--- src/rtl/qrs_pkg.sv ---
// shared widths, codes and types of the quadratic root solver
package qrs_pkg;

    localparam int COEF_WIDTH = 16;
    localparam int FRAC_BITS  = 16;
    localparam int OUT_WIDTH  = 35;

    // discriminant magnitude: b*b + 4*|a*c|
    localparam int PROD_W   = 2 * COEF_WIDTH;
    localparam int DISC_W   = PROD_W + 3;
    localparam int SQ_W     = (DISC_W + 2 * FRAC_BITS + 1) / 2;
    localparam int RAD_W    = 2 * SQ_W;
    localparam int SQ_REM_W = SQ_W + 2;

    // dividend and divisor magnitudes
    localparam int SCL_W = COEF_WIDTH + FRAC_BITS;
    localparam int NUM_W = ((SCL_W > SQ_W) ? SCL_W : SQ_W) + 1;
    localparam int DEN_W = COEF_WIDTH + 1;

    typedef enum logic [2:0] {
        KIND_NONE     = 3'd0,
        KIND_LINEAR   = 3'd1,
        KIND_TWO_REAL = 3'd2,
        KIND_ONE_REAL = 3'd3,
        KIND_COMPLEX  = 3'd4
    } t_kind;

    typedef logic signed [COEF_WIDTH-1:0] t_coef;
    typedef logic signed [OUT_WIDTH-1:0]  t_root;

    typedef struct packed {
        t_kind kind;
        t_coef a;
        t_coef b;
        t_coef c;
    } t_sq_ctx;

    typedef struct packed {
        t_kind kind;
        logic  neg1;
        logic  neg2;
    } t_dv_ctx;

    function automatic logic [COEF_WIDTH-1:0] coef_mag(t_coef v);
        return v[COEF_WIDTH-1] ? COEF_WIDTH'(-v) : COEF_WIDTH'(v);
    endfunction

endpackage

--- src/rtl/qrs_div_cell.sv ---
// one quotient bit of two restoring divisions that share a divisor
module qrs_div_cell import qrs_pkg::*; (
    input  logic             i_clk,
    input  logic             i_rst_n,
    input  logic             i_en,
    input  logic             i_valid,
    input  logic [DEN_W-1:0] i_den,
    input  logic [DEN_W-1:0] i_rem1,
    input  logic [DEN_W-1:0] i_rem2,
    input  logic [NUM_W-1:0] i_num1,
    input  logic [NUM_W-1:0] i_num2,
    input  t_dv_ctx          i_ctx,
    output logic             o_valid,
    output logic [DEN_W-1:0] o_den,
    output logic [DEN_W-1:0] o_rem1,
    output logic [DEN_W-1:0] o_rem2,
    output logic [NUM_W-1:0] o_num1,
    output logic [NUM_W-1:0] o_num2,
    output t_dv_ctx          o_ctx
);
    logic [DEN_W:0] w_t1, w_t2, w_d;
    logic           w_ge1, w_ge2;
    logic [DEN_W:0] w_r1, w_r2;

    always_comb begin
        w_d   = {1'b0, i_den};
        w_t1  = {i_rem1, i_num1[NUM_W-1]};
        w_t2  = {i_rem2, i_num2[NUM_W-1]};
        w_ge1 = (w_t1 >= w_d);
        w_ge2 = (w_t2 >= w_d);
        w_r1  = w_ge1 ? (w_t1 - w_d) : w_t1;
        w_r2  = w_ge2 ? (w_t2 - w_d) : w_t2;
    end

    always_ff @(posedge i_clk) begin
        if (!i_rst_n) begin
            o_valid <= 1'b0;
        end else if (i_en) begin
            o_valid <= i_valid;
        end
        if (i_en) begin
            o_den  <= i_den;
            o_rem1 <= w_r1[DEN_W-1:0];
            o_rem2 <= w_r2[DEN_W-1:0];
            // quotient bits fill the dividend from the bottom
            o_num1 <= {i_num1[NUM_W-2:0], w_ge1};
            o_num2 <= {i_num2[NUM_W-2:0], w_ge2};
            o_ctx  <= i_ctx;
        end
    end
endmodule

--- config.mk ---
export PLATFORM = sky130hd
export DESIGN_NAME = qrs_div_cell
export DESIGN_NICKNAME = d
export VERILOG_FILES = /design/src/rtl/qrs_pkg.sv /design/src/rtl/qrs_div_cell.sv
export SDC_FILE = /design/constraint.sdc
export NUM_CORES = 1
export LEC_CHECK = 0
export BUFFER_PORTS_ARGS = -buffer_cell sky130_fd_sc_hd__buf_2
export CAP_MARGIN = 20
export CORE_ASPECT_RATIO = 1.1
export CORE_MARGIN = 2
export CORE_UTILIZATION = 30
export CTS_CLUSTER_DIAMETER = 200
export DETAILED_ROUTE_END_ITERATION = 8
export PLACE_DENSITY = 0.58
export SYNTH_ARGS = -nofsm -noshare
export SYNTH_HDL_FRONTEND = slang
export SYNTH_SLANG_ARGS = --single-unit
--- constraint.sdc ---
create_clock -name i_clk -period 2.7 [get_ports i_clk]
set_input_delay 0.405 -clock i_clk [delete_from_list [all_inputs] [get_ports i_clk]]
set_output_delay 0.405 -clock i_clk [all_outputs]
set_load 0.02 [all_outputs]
Word level (Yosys, flattened, before mapping):

Cells that the tools add are included.

* bits in registers: 127
* output and inout port bits: 127
* word-level logic and storage cells: 15

* add/sub/neg operators: 2
* magnitude comparators: 2
* multiplexer cells: 2

Operators with widths (number)
* 18-bit by 17-bit >= comparator with 1-bit output: 2
* 17-bit 2-to-1 mux: 2
* 17-bit subtractor: 2

Depth between registers and ports, before layout:

* depth after elaboration: 2
* depth in mapped cells: 12
* gate-level depth less buffers: 11

Least setup slack after synthesis:

Ideal clock, no wire load.

* path type: input-to-reg
* from: input i_num2[34]
* to: register o_rem2[12], data pin
* library setup time: 260 ps
* data arrival time: 2365 ps
* setup slack: 75 ps
* cell stages on the path: 11
* cells stage by stage: inv_1 ha_1 inv_1 fa_1 a21o_1 and2_1 o31a_1 o21ai_4 inv_2 buf_6 mux2_4

* longest elaborated chain between the ends: 2
* elaborated cells on any way between the ends: 3

Ends and longest elaborated chain
* start, declared: line qrs_div_cell.sv:11 `input logic [NUM_W-1:0] i_num2,`
* 18-bit by 17-bit >= comparator with 1-bit output: line qrs_div_cell.sv:30 `w_ge2 = (w_t2 >= w_d);`
* net w_ge2: line qrs_div_cell.sv:22 `logic w_ge1, w_ge2;`
* 17-bit 2-to-1 mux: line qrs_div_cell.sv:32 `w_r2 = w_ge2 ? (w_t2 - w_d) : w_t2;`
* net w_r2[12]: line qrs_div_cell.sv:23 `logic [DEN_W:0] w_r1, w_r2;`
* end signal, assigned: line qrs_div_cell.sv:44 `o_rem2 <= w_r2[DEN_W-1:0];`
* end, declared: line qrs_div_cell.sv:16 `output logic [DEN_W-1:0] o_rem2,`

The timed path passes the listed nets, and every way through them passes these cells.
A chain may end at the register's enable or synchronous reset.

Worst setup path in the final report:

* from: input i_den[0]
* to: register o_rem1[8], data pin

* longest elaborated chain between the ends: 2
* elaborated cells on any way between the ends: 3

Ends and longest elaborated chain
* start, declared: line qrs_div_cell.sv:7 `input logic [DEN_W-1:0] i_den,`
* 17-bit subtractor or 18-bit by 17-bit >= comparator with 1-bit output (tied branches): line qrs_div_cell.sv:31, qrs_div_cell.sv:29
* 17-bit 2-to-1 mux *: line qrs_div_cell.sv:31 `w_r1 = w_ge1 ? (w_t1 - w_d) : w_t1;`
* net w_r1[8]: line qrs_div_cell.sv:23
* end signal, assigned: line qrs_div_cell.sv:43 `o_rem1 <= w_r1[DEN_W-1:0];`
* end, declared: line qrs_div_cell.sv:15 `output logic [DEN_W-1:0] o_rem1,`

The timed path passes the listed nets; every way through them passes the cells marked *.

==> impl_metrics.json <==
{
  "final_skew_ps": 0,
  "final.period_utilization_pct": 88.66,
  "detail_route.drc_violations": 0,
  "switching_share_pct": 29.02,
  "critical_path_s_top_delay_family": "buffers and inverters",
  "wirelength_mm": 19.14,
  "drt-wirelength-per-cell_um": 18.39,
  "worst_path_max_delay_cell": "sky130_fd_sc_hd__mux2_2",
  "synth_top_cell_by_area": "sky130_fd_sc_hd__edfxtp_1",
  "design.die.area_um2": 21480,
  "seqPwrFrac_pct": 41.0,
  "detailed_place.area_um2": 8130,
  "area_delta_synth_final_pct": 42.65,
  "maxUsedRoutingLayer": "met5",
  "pre_cts_ws_ps": -145.5,
  "routedLengthMet1_mm": 7.931,
  "fillers": 1909,
  "cts_sinks": 127,
  "drtAntennaViolNets": 0,
  "layout.cell_area.non_filler_um2": 8696,
  "count_of_flip_flops_with_a_built_in_enable_after_synthesis": 126,
  "clock_latency_at_the_later_pin_of_the_worst_skew_pair_ps": 420,
  "core_region_area_um2": 19860,
  "number_of_optimization_iterations_in_the_first_detailed_route_pass": 5,
  "grt_first_pass_wirelength_mm": 28.06,
  "hold_buf_cts": 0,
  "status": "finished, final reports clean",
  "tightest_slew_ps": 493.0,
  "layout_commonest_cell": "sky130_fd_sc_hd__buf_2",
  "fp.dieW_um": 139.9,
  "cts.path.max_buffers": 2,
  "antenna_found_initial": 4,
  "grt_setup_unrepaired": "false",
  "crit_path_max_fanout": 15,
  "netlist.area_leader.share_pct": 62.07,
  "detailroute.wirelength.met3_mm": 1.570,
  "power.share.clock_pct": 36.6,
  "netlist_area_um2": 6096,
  "grt_max_degree": 44,
  "worstPathArrival_ps": 2560,
  "layout_common_cells": "sky130_fd_sc_hd__buf_2 (255), sky130_fd_sc_hd__edfxtp_1 (126), sky130_fd_sc_hd__buf_4 (63), sky130_fd_sc_hd__nand2_1 (34), sky130_fd_sc_hd__ha_1 (34)",
  "max_slew_margin_pct": 66.29,
  "power.internal_uw": 4261,
  "maxCapViolations": 0,
  "timing.critical_path.buf_inv": 4,
  "p_leak_uw": 0.003876,
  "routabilityCongestion": 0.8168,
  "holdWs_ps": 155.6,
  "final.setup.worst_slack_ps": 306.3,
  "root_buffer": "sky130_fd_sc_hd__clkbuf_16",
  "comb_power_share_pct": 22.4,
  "yosys_warnings": 0,
  "power_density_nw_per_um2": 690.4,
  "placement_rows": 54,
  "worst_setup_path_start_kind": "primary input",
  "end_kind": "flop",
  "yosys-top-cells-area": "sky130_fd_sc_hd__edfxtp_1 (62%), sky130_fd_sc_hd__ha_1 (7.0%), sky130_fd_sc_hd__mux2_2 (3.1%)",
  "cts_max_level": 4,
  "final.min_clock_period_ps": 2394,
  "fin_nets": 941,
  "start_util_pct": 30.69,
  "postSynthNetCount": 613,
  "synth_area_per_cell_um2": 13.64,
  "endpoints_failing_hold": 0,
  "power.net_switching_uw": 1742,
  "die_y_um": 153.5,
  "worstHoldPathType": "primary input to flop",
  "critical-path-top-cell-by-count": "sky130_fd_sc_hd__a21oi_1",
  "ctsResizeCount": 0,
  "postSynth.topFlopCell": "sky130_fd_sc_hd__edfxtp_1",
  "tritoncts.num_buffers": 17,
  "drt_iter0_drc": 325,
  "vias": 4857,
  "drive_gt1_share_pct": 48.60,
  "clk_pin_slew_worst_paths_ps": 60,
  "worst_ep_required_time_ps": 2870,
  "critical_path_start_end_classification": "primary input to flop",
  "cts_tree": "built",
  "async_reset_ff_share_pct": 0,
  "power.ir.vdd_worst_mv": 0.4062,
  "post_synth_inst_count": 447,
  "global_route.overflow_total": 0,
  "yosysUniqueCellTypes": 61,
  "crit_chain": "buf_2 > ha_1 > inv_1 > fa_1 > a21oi_1 > buf_4 > o211a_1 > a21oi_1 > o21ai_1 > and2_2 > inv_2 > mux2_2",
  "pin_count": 257,
  "global_route.usage.total_pct": 17.62,
  "synth-seq-cells": 127,
  "postCtsSetupRepairBufs": 0,
  "max_freq_mhz": 417.8,
  "port_buffer_cells": 256,
  "place_hpwl_mm": 15.27,
  "met2_length_mm": 9.213,
  "first_global_vias": 4876,
  "setup_violations": 0,
  "cpPeakStageDelay_ps": 380,
  "maxSlewViolCount": 0,
  "ys_seq_area_share_pct": 62.40,
  "via_to_cell_ratio": 4.666
}
==> cell usage after synthesis, drive strengths merged (2+ instances only) <==
library cell	instances
a311oi	2
inv	27
a21o	15
o21bai	2
nand2	34
and2	5
nand3	13
fa	2
nor2b	4
and4	4
and3	2
xnor2	16
buf	8
nor3b	3
ha	34
o211ai	3
o31ai	6
a31oi	3
xor2	3
nor3	3
mux2	21
or2	3
o31a	2
clkbuf	3
a211oi	4
o21a	10
a21oi	26
a2111oi	3
o21ai	21
nand4	2
nor2	16
edfxtp	126
==> cells by family after synthesis <==
group,share of synthesized area [%]
compound gates,12.71
xor+xnor,2.730
fa+ha+maj,7.636
buf+inv,2.812
flops,62.40
mux,4.290
simple gates,7.430
==> final cells by class <==
| cell class | instances | area, um^2 | share of cell area [%] |
|---|---|---|---|
| antenna | 1 | 2.502 | 0.02878 |
| clock buffer | 18 | 429.2 | 4.935 |
| clock inverter | 14 | 133.9 | 1.540 |
| inverter | 27 | 101.3 | 1.165 |
| multi-input combinational | 282 | 2121 | 24.39 |
| sequential | 127 | 3804 | 43.74 |
| tap | 252 | 315.3 | 3.626 |
| timing repair buffer | 320 | 1789 | 20.58 |
==> power groups by stage <==
stage,Combinational [uW],Clock [uW],Sequential [uW]
floorplan,497,0,2770
global placement,1340,0,2500
detailed placement,1360,0,2500
CTS,1360,2260,2460
global route,1460,2360,2480
finish,1350,2200,2460
==> worst reg2reg max path: stages, from the launching register on <==
cell and delay [ps]:
sky130_fd_sc_hd__dfxtp_1 310, sky130_fd_sc_hd__mux2i_1 110, sky130_fd_sc_hd__nor2b_1 60
==> state kept, by name (all words and copies together) (netlist names) <==
signal,cells
o_num1,35
o_den,17
o_rem1,17
o_valid,1
o_num2,35
o_ctx,5
o_rem2,17
==> per-stage QoR <==
stage | utilization [%] | instances | power [uW] | setup TNS, ps
2_1_floorplan | - | 447 | 3263 | 0
4_1_cts | 43.76 | 1040 | 6089 | 0
3_3_place_gp | 40.93 | 1008 | 3843 | -1610
5_1_grt | 43.76 | 1040 | 6300 | 0
3_5_place_dp | 40.93 | 1008 | 3859 | -2230
6_report | 43.78 | 1041 | 6003 | 0
==> final timing paths <==
path | slack (ps) | depth (start not counted) | start | endpoint
worst min register to register | 520 | 2 | o_valid$_SDFFE_PN0P_ | o_valid$_SDFFE_PN0P_
worst max register to register | 2120 | 2 | o_valid$_SDFFE_PN0P_ | o_valid$_SDFFE_PN0P_
worst min-delay path | 160 | 1 | i_ctx[1] | o_ctx[1]$_DFFE_PP_
worst max-delay path | 310 | 12 | i_den[0] | o_rem1[8]$_DFFE_PP_
==> routing by layer <==
metal,global-route usage (%),vias to the layer above
li1,-,2372
met1,20.92,2257
met2,29.29,199
met3,6.883,23
met4,5.952,6
met5,0,-
(Power assumes the default switching activity.)
