File: config.mk
export PLATFORM = sky130hd
export DESIGN_NAME = qrs_sqrt_cell
export DESIGN_NICKNAME = d
export VERILOG_FILES = /design/src/rtl/qrs_pkg.sv /design/src/rtl/qrs_sqrt_cell.sv
export SDC_FILE = /design/constraint.sdc
export NUM_CORES = 1
export LEC_CHECK = 0
export BUFFER_PORTS_ARGS = -buffer_cell sky130_fd_sc_hd__buf_4
export CORE_AREA = 2 2 148 150
export CTS_CLUSTER_SIZE = 16
export DETAILED_ROUTE_END_ITERATION = 7
export DIE_AREA = 0 0 150 152
export PLACE_DENSITY = 0.69
export SLEW_MARGIN = 10
export SYNTH_ARGS = -nofsm -noshare
export SYNTH_HDL_FRONTEND = slang
export SYNTH_SLANG_ARGS = --single-unit
File: constraint.sdc
create_clock -name i_clk -period 5.1 [get_ports i_clk]
set_clock_uncertainty 0.1 [all_clocks]
set_input_delay 1.53 -clock i_clk [delete_from_list [all_inputs] [get_ports i_clk]]
set_output_delay 1.53 -clock i_clk [all_outputs]
set_load 0.03 [all_outputs]
File: src/rtl/qrs_pkg.sv
// shared widths, codes and types of the quadratic root solver
package qrs_pkg;

    localparam int COEF_WIDTH = 16;
    localparam int FRAC_BITS  = 16;
    localparam int OUT_WIDTH  = 35;

    // discriminant magnitude: b*b + 4*|a*c|
    localparam int PROD_W   = 2 * COEF_WIDTH;
    localparam int DISC_W   = PROD_W + 3;
    localparam int SQ_W     = (DISC_W + 2 * FRAC_BITS + 1) / 2;
    localparam int RAD_W    = 2 * SQ_W;
    localparam int SQ_REM_W = SQ_W + 2;

    // dividend and divisor magnitudes
    localparam int SCL_W = COEF_WIDTH + FRAC_BITS;
    localparam int NUM_W = ((SCL_W > SQ_W) ? SCL_W : SQ_W) + 1;
    localparam int DEN_W = COEF_WIDTH + 1;

    typedef enum logic [2:0] {
        KIND_NONE     = 3'd0,
        KIND_LINEAR   = 3'd1,
        KIND_TWO_REAL = 3'd2,
        KIND_ONE_REAL = 3'd3,
        KIND_COMPLEX  = 3'd4
    } t_kind;

    typedef logic signed [COEF_WIDTH-1:0] t_coef;
    typedef logic signed [OUT_WIDTH-1:0]  t_root;

    typedef struct packed {
        t_kind kind;
        t_coef a;
        t_coef b;
        t_coef c;
    } t_sq_ctx;

    typedef struct packed {
        t_kind kind;
        logic  neg1;
        logic  neg2;
    } t_dv_ctx;

    function automatic logic [COEF_WIDTH-1:0] coef_mag(t_coef v);
        return v[COEF_WIDTH-1] ? COEF_WIDTH'(-v) : COEF_WIDTH'(v);
    endfunction

endpackage

File: src/rtl/qrs_sqrt_cell.sv
// one digit step of the pipelined integer square root
module qrs_sqrt_cell import qrs_pkg::*; (
    input  logic                i_clk,
    input  logic                i_rst_n,
    input  logic                i_en,
    input  logic                i_valid,
    input  logic [RAD_W-1:0]    i_rad,
    input  logic [SQ_REM_W-1:0] i_rem,
    input  logic [SQ_W-1:0]     i_root,
    input  t_sq_ctx             i_ctx,
    output logic                o_valid,
    output logic [RAD_W-1:0]    o_rad,
    output logic [SQ_REM_W-1:0] o_rem,
    output logic [SQ_W-1:0]     o_root,
    output t_sq_ctx             o_ctx
);
    logic [SQ_REM_W-1:0] w_sh;
    logic [SQ_REM_W-1:0] w_cand;
    logic                w_ge;

    always_comb begin
        w_sh   = {i_rem[SQ_REM_W-3:0], i_rad[RAD_W-1 -: 2]};
        w_cand = {i_root, 2'b01};
        w_ge   = (w_sh >= w_cand);
    end

    always_ff @(posedge i_clk) begin
        if (!i_rst_n) begin
            o_valid <= 1'b0;
        end else if (i_en) begin
            o_valid <= i_valid;
        end
        if (i_en) begin
            o_rad  <= {i_rad[RAD_W-3:0], 2'b00};
            o_rem  <= w_ge ? (w_sh - w_cand) : w_sh;
            o_root <= {i_root[SQ_W-2:0], w_ge};
            o_ctx  <= i_ctx;
        end
    end
endmodule

* Word level (Yosys, flattened, before mapping)
Cells that the tools add are included.
Widths: inputs -> output; s select.
** Cells by class
- $add $sub $neg :: 1
- Order comparisons :: 1
- Muxes and demuxes :: 1
** Operators by type and width (count)
- $ge 36x36->1 :: 1
- $mux 36 :: 1
- $sub 36x36->36 :: 1
** Storage, ports and cells
- Register bits :: 188
- Bits of input ports :: 193
- Output and inout port bits :: 190
- Logic and storage cells :: 11

* Longest topological paths before layout
Gate-level depths: netlist of run 1.
- Depth in word-level cells :: 2
- Mapped depth :: 13
- Depth with buffers taken out :: 11

* Worst setup path before layout of run 1
No wires, ideal clock.
- Path kind :: in2reg
- From :: input i_root[0]
- To :: register o_rem[10], data pin
- Setup time :: 0.260 ns
- Arrival time :: 3.927 ns
- Data required time :: 4.740 ns
- Path slack :: 0.813 ns
- Stages :: 12
- Path buffers :: 1
- Cell sequence :: inv_1 -> ha_1 -> nor2b_1 -> o31a_1 -> o31ai_2 -> and2b_1 -> o21ai_2 -> a211oi_4 -> a221oi_2 -> o22ai_4 -> buf_6 -> mux2_2
** On the way
- Longest elaborated chain between the ends :: 2
- Elaborated cells between the ends (all ways) :: 3
- Those cells by class :: 1 x add/sub; 1 x order compare; 1 x mux
** Ends and longest elaborated chain
- start, declared :: RTL line qrs_sqrt_cell.sv:9 : input logic [SQ_W-1:0] i_root,
- $sub 36x36->36 / $ge 36x36->1 (equally long branches) :: RTL line qrs_sqrt_cell.sv:35, qrs_sqrt_cell.sv:24
- $mux 36 (*) :: RTL line qrs_sqrt_cell.sv:35 : o_rem <= w_ge ? (w_sh - w_cand) : w_sh;
- end signal, assigned :: RTL line qrs_sqrt_cell.sv:35
- end, declared :: RTL line qrs_sqrt_cell.sv:13 : output logic [SQ_REM_W-1:0] o_rem,
Every way passes the cells marked *; elsewhere a longest branch is shown, timed or not.
A chain may end at the register's enable or synchronous reset.

* Worst setup path in the final report of run 1
- From :: input i_rem[0]
- To :: register o_rem[16], data pin
** On the way
- Longest elaborated chain between the ends :: 2
- Elaborated cells between the ends (all ways) :: 3
- Those cells by class :: 1 x add/sub; 1 x order compare; 1 x mux
** Ends and longest elaborated chain
- start, declared :: RTL line qrs_sqrt_cell.sv:8 : input logic [SQ_REM_W-1:0] i_rem,
- $sub 36x36->36 / $ge 36x36->1 (equally long branches) :: RTL line qrs_sqrt_cell.sv:35, qrs_sqrt_cell.sv:24
- $mux 36 (*) :: RTL line qrs_sqrt_cell.sv:35
Marks and branches as above.

==> impl_results.md, run 1 <==
* RePlAce Congestion at around 0.87
* Largest net degree at the start of global routing at 106
* Diode count at 0
* Hold_buf cts at 0
* Total grt overflow at 0
* Async S/R FF share, synth at 0%
* Critical path, cell by cell: buf_4, ha_1, nor2b_1, o31a_1, o31ai_2, and2b_1, o21ai_2, a211oi_4, a221oi_2, o22ai_4, buf_4, mux2_2
* Chip height at around 150 um
* Via count at 6,105
* Tcrit/Tclk final at between 80 and 90%
* Number of flops mapped to enable cells by yosys at roughly 190
* Die W at approximately 150 um
* DRC at 0
* Most frequent CP cell: buf_4
* Row Count at 54
* Crit start category: input pin
* Initial antenna violation count at 0
* Global-route wire length before repair at around 37,000 um
* Endpoints failing hold at 0
* Cell variety after synth at 60
* I/O pin count at around 380
* Synth warnings at 0
* Hold Path Class: register to register
* Vias/cell at between 4 and 5
* Max frequency at around 230 MHz
* Slew margin rel. at 42.0%
* Post-synthesis area per instance at about 15 um^2
* CTS tree: built
* Worst path arrival time at around 4.4 ns
* Inserted Clock Buffers at 17
* CP max stage delay at ~0.37 ns
* Most frequent cells in the layout: buf_4, edfxtp_1, inv_1, ha_1, a21oi_1
* H-tree depth at 4
* Worst Tran Pin Value at around 0.87 ns
* Final TNS setup at 0 ns
* Worst-path clk slew at about 0.080 ns
* Post-CTS Setup Bufs at 0
* Vias in the first global route at about 6,100
* WL final at about 26,000 um
* Pwr per Cell Area at 358 nW/um^2
* Sequential element share of the synthesized area at between 60% and 70%
* # clock sinks at between 150 and 200
* ANT nets after route at 0
* Root Driver: clkbuf_16
* HPWL Detailed at approximately 20,000 um
* Most common cell after layout, fill and taps aside: buf_4
* Run status: completed
* Main flop type after synthesis: edfxtp_1
* Peak VDD IR at 0.000242 V
* Post-DR wirelength/cell at 21.1 um
* Clk buf depth at 2
* Count of input and output buffers at around 380
* Post-layout minimum cycle time at 4.33 ns
* Final #Nets at between 1,000 and 1,500
* Core area at between 20,000 and 25,000 um^2
* Pleak at approximately 5.2 nW
* Max-slew violation count at 0
* Area grow syn2layout at 45.9%
* Post-Syn Instances at 550
* Starting Density at ~39%
* Cts repair resizes at 0
* Kind of critical path: input pin to register
* CP Max Fanout at 16
* Die area at 22,800 um^2
* Layout cells sized above 1 at approximately 47%
* Pre-antenna DRT Iters at 5
* Max_cap viols at 0
* GRT Overall Usage at ~22%
* Clk_lat worst skew at ~0.43 ns
* Critical Path Slowest Stage Cell: mux2_2
* Mapped cell area at ~8200 um^2
* Worst Setup End Kind: register
* Initial drt markers at roughly 480
* #FFs+latches synth at around 190
* Worst path required time at roughly 5.2 ns
* RSZ-0062 raised after global routing: no
* Power consumption at roughly 4.3 mW
* Setup violations, final at 0
* FILL cells at 1,809
-- worst max-delay path, delay by kind of cell --
kind,cells,cell delay (ns)
AO/OA/AOI/OAI,6,1.35
adder cells (fa/ha/maj),1,0.35
buffers and inverters,2,0.41
multiplexers,1,0.37
AND/OR/NAND/NOR,2,0.40
-- power by group --
group / internal, mW / switching [mW] / leakage (nW) / total (mW)
combinational: 0.428 / 0.617 / 3.09 / 1.05
sequential: 1.86 / 0.0420 / 1.84 / 1.91
clock: 0.665 / 0.683 / 0.291 / 1.35
total: 2.96 / 1.34 / 5.22 / 4.30
-- area by class of cell --
class / instances / area, um^2 / area share, %
tap: 280 / 350 / 2.91
timing repair buffer: 383 / 2910 / 24.2
sequential: 188 / 5640 / 46.9
clock inverter: 14 / 178 / 1.48
clock buffer: 18 / 429 / 3.57
multi-input combinational: 303 / 2350 / 19.5
inverter: 47 / 176 / 1.47
-- state kept, by name (all words and copies together) (netlist names) --
name	count
o_rem	36
o_ctx	51
o_rad	66
o_root	34
o_valid	1
-- per-layer routing --
| metal | vias up | track usage (%) | wire [um] |
|---|---|---|---|
| met2 | 248 | 37.7 | 12800 |
| met4 | 0 | 7.82 | 811 |
| met3 | 42 | 7.51 | 2210 |
| met1 | 2961 | 25.9 | 10200 |
| li1 | 2854 | - | - |
| met5 | - | 0 | 0 |
-- stage by stage --
stage                     util [%]  setup WS (ns)  instances  hold WS [ns]  area (um^2)
final                         56.3          0.770       1233         0.435        12000
after global routing          56.3          0.614       1233         0.500        12000
after CTS                     56.3          0.777       1233         0.434        12000
after detailed placement      53.5          0.368       1201         0.417        11400
after global placement        53.5          0.387       1201         0.414        11400
after floorplan                  -          0.813        551         0.540         8240
-- cells in the mapped netlist, types with 4 or more instances --
cell type / instances / area [um^2]
a21o_1: 17 / 128
a21oi_1: 34 / 170
a31oi_1: 6 / 37.5
clkbuf_1: 4 / 15.0
edfxtp_1: 187 / 5620
ha_1: 36 / 450
inv_1: 47 / 176
mux2_1: 5 / 56.3
mux2_2: 27 / 304
mux2i_1: 5 / 50.1
nand2_1: 21 / 78.8
nand3_1: 6 / 30.0
nand4_1: 5 / 31.3
nor2_1: 24 / 90.1
o21a_1: 5 / 37.5
o21ai_0: 19 / 95.1
o21bai_1: 4 / 30.0
xnor2_1: 20 / 175
xor2_1: 12 / 105
-- path summary, 6_finish.rpt --
check                           depth (start not counted)  slack (ns)              endpoint                 start
worst max register to register                          2        4.40  o_valid$_SDFFE_PN0P_  o_valid$_SDFFE_PN0P_
worst min register to register                          2        0.43  o_valid$_SDFFE_PN0P_  o_valid$_SDFFE_PN0P_
worst min-delay path                                    2        0.43  o_valid$_SDFFE_PN0P_  o_valid$_SDFFE_PN0P_
worst max-delay path                                   12        0.77   o_rem[16]$_DFFE_PP_              i_rem[0]
-- logic make-up (layout without fill, tap and decap cells) --
family	after synthesis	after routing	synth area share, %
flops	188	188	68.4
compound gates	115	115	9.67
simple gates	81	81	4.89
buf+inv	60	462	3.16
mux	37	37	4.98
fa+ha+maj	36	36	5.47
xor+xnor	32	32	3.40
other cells	1	2	0.0455
(Power assumes the default switching activity.)
==> inputs of run 2 (changes only) <==
clock period = 4.4 ns   (was 5.1 ns; I/O delays follow)
==> impl_results.md, run 2 (synthesis gave the netlist of run 1 again) <==
* Run status: completed (unchanged)
* RePlAce Congestion at 0.884 (was 0.867)
* Tcrit/Tclk final at between 80% and 90%
* Final TNS setup at 0 ns (unchanged)
* Vias/cell at 4.85 (was 4.95)
* Worst Tran Pin Value at 0.796 ns (was 0.870 ns)
* CTS tree: built (unchanged)
* Largest net degree at the start of global routing at 96 (was 106)
* Fin area at 12,200 um^2 (was 12,000 um^2)
* Die W at 150 um (unchanged)
* Die area at 22,800 um^2 (unchanged)
* Chip height at 152 um (unchanged)
* Largest Register: o_rad (unchanged)
* Switching pwr at 1.55 mW (was 1.34 mW)
* Area grow syn2layout at 47.5% (was 45.9%)
* Pwr per Cell Area at 411 nW/um^2 (was 358 nW/um^2)
* Hold_buf cts at 0 (unchanged)
* Kind of critical path: input pin to register (unchanged)
* Slew margin rel. at 46.9% (was 42.0%)
* Cts repair resizes at 0 (unchanged)
* Sw Ratio at 30.9% (was 31.2%)
* RSZ-0062 raised after global routing: no (unchanged)
* Comb pwr share at 24.7% (was 24.3%)
* Pleak at 5.31 nW (was 5.22 nW)
* Worst-path clk slew at 0.08 ns (about the same)
* Worst path required time at 4.48 ns (was 5.18 ns)
* Sequential fraction of design power at 44.3% (about the same)
* Worst Setup SP: i_rem[15] (was i_rem[0])
* WL final at 25,600 um (was 26,100 um)
* DP Area at 11,600 um^2 (was 11,400 um^2)
* Max reg flops at 66 (unchanged)
* Initial drt markers at 297 (was 475)
* Worst Path Buf+Inv at 1 (was 2)
* ANT nets after route at 0 (unchanged)
* Design internal power at 3.45 mW (was 2.96 mW)
* Final worst slack at 0.463 ns (was 0.770 ns)
* Row Count at 54 (unchanged)
* H-tree depth at 4 (unchanged)
* Most frequent cells in the layout: buf_4, edfxtp_1, inv_1, ha_1, a21oi_1 (unchanged)
* Global-route wire length before repair at 36,400 um (was 36,600 um)
* Setup violations, final at 0 (unchanged)
* Post-layout minimum cycle time at ~3.9 ns
* Via count at 6,066 (was 6,105)
* Most common cell after layout, fill and taps aside: buf_4 (unchanged)
* Post-CTS Setup Bufs at 0 (unchanged)
* CP Max Fanout at 8 (was 16)
* Clk_lat worst skew at 0.44 ns (was 0.43 ns)
* Max_cap viols at 0 (unchanged)
* CP top delay family: compound AO/OA/AOI/OAI gates (unchanged)
* Min-Delay Startpoint: o_valid$_SDFFE_PN0P_ (unchanged)
* Initial antenna violation count at 1 (was 0)
* GRT Overall Usage at 21.8% (was 22.1%)
* Clk buf depth at 2 (unchanged)
* FF-to-FF Start: o_valid$_SDFFE_PN0P_ (unchanged)
* Top Registers: o_rad (66), o_ctx (51), o_rem (36) (unchanged)
* Inst Count DP at 1,218 (was 1,201)
* HPWL Detailed at 20,100 um (was 20,200 um)
* Root Driver: clkbuf_16 (unchanged)
* Critical path, cell by cell: buf_4, ha_1, a21o_1, o21bai_1, a2111oi_2, nor3b_1, a311oi_1, o21ai_1, o31ai_1, xnor2_1, mux2_1 (was buf_4, ha_1, nor2b_1, o31a_1, o31ai_2, and2b_1, o21ai_2, a211oi_4, a221oi_2, o22ai_4, buf_4, mux2_2)
* CP max stage delay at 0.45 ns (was 0.37 ns)
* Diode count at 0 (unchanged)
* Max frequency at about 250 MHz
* Worst path arrival time at 4.01 ns (was 4.41 ns)
* R2R Setup Slk at 3.70 ns (was 4.40 ns)
* Peak VDD IR at 0.000214 V (was 0.000242 V)
* Worst Setup End Kind: register (unchanged)
* Starting Density at 38.6% (unchanged)
* Pre-CTS setup slack at 0.0655 ns (was 0.368 ns)
* Total grt overflow at 0 (unchanged)
* Inserted Clock Buffers at 17 (unchanged)
* Endpoints failing hold at 0 (unchanged)
* Final Non-Filler Cells at 1,250 (was 1,233)
* Clock Power Share at 31.1% (was 31.4%)
* Layout cells sized above 1 at 48.4% (was 47.4%)
* Pre-antenna DRT Iters at 7 (was 5)
* # clock sinks at 188 (unchanged)
* DRC at 0 (unchanged)
* Count of input and output buffers at 378 (unchanged)
* Final #Nets at 1,186 (was 1,169)
* Core area at 21,400 um^2 (unchanged)
* Crit start category: input pin (unchanged)
* Hold Path Class: register to register (unchanged)
* Vias in the first global route at 6,038 (was 6,095)
* Post-DR wirelength/cell at 20.5 um (was 21.1 um)
* Critical Path Slowest Stage Cell: a2111oi_2 (was mux2_2)
* I/O pin count at 383 (unchanged)
* Max-slew violation count at 0 (unchanged)
-- run 2: cell types whose count changed in the layout (fill, tap and decap cells not counted), sizes merged --
cell	delta
buf	+17
clkinv	-4
inv	+4
-- run 2: power by group through the flow --
stage / combinational, mW / sequential (mW) / clock (mW)
after global placement: 1.23 / 2.25 / 0
after detailed placement: 1.24 / 2.25 / 0
after floorplan: 0.349 / 2.58 / 0
after global routing: 1.31 / 2.23 / 1.65
final: 1.23 / 2.21 / 1.55
after CTS: 1.24 / 2.22 / 1.58
-- run 2: per-layer routing --
metal / routed length (um) / global-route usage [%] / vias to the layer above
met3: 2670 / 8.83 / 35
met4: 700 / 8.09 / 2
met1: 9610 / 25.0 / 2899
li1: - / - / 2881
met5: 8 / 0 / -
met2: 12600 / 36.5 / 249
-- run 2: area by class of cell --
type,count,area (um^2)
clock buffers,18,429
clock inverters,14,168
fillers,1799,9200
inverters,47,176
multi-input cells,303,2350
flip-flops and latches,188,5640
well taps,280,350
repair buffers,400,3050
-- run 2: worst paths after layout --
check | depth (start not counted) | end
worst max-delay path | 11 | o_rem[34]$_DFFE_PP_
worst min-delay path | 2 | o_valid$_SDFFE_PN0P_
worst max register to register | 2 | o_valid$_SDFFE_PN0P_
worst min register to register | 2 | o_valid$_SDFFE_PN0P_
-- run 2: tightest hold or removal path, stage by stage (launching register included) --
cell,delay [ns]
dfxtp_1,0.32
mux2i_1,0.12
nor2b_1,0.05
-- run 2: stage by stage --
step                      hold slack, ns  utilization [%]  total power, mW
after floorplan                    0.540                -             2.93
after global placement             0.414             54.1             3.48
after detailed placement           0.424             54.1             3.49
after CTS                          0.438             56.9             5.04
after global routing               0.499             56.9             5.18
final                              0.434             56.9             5.00
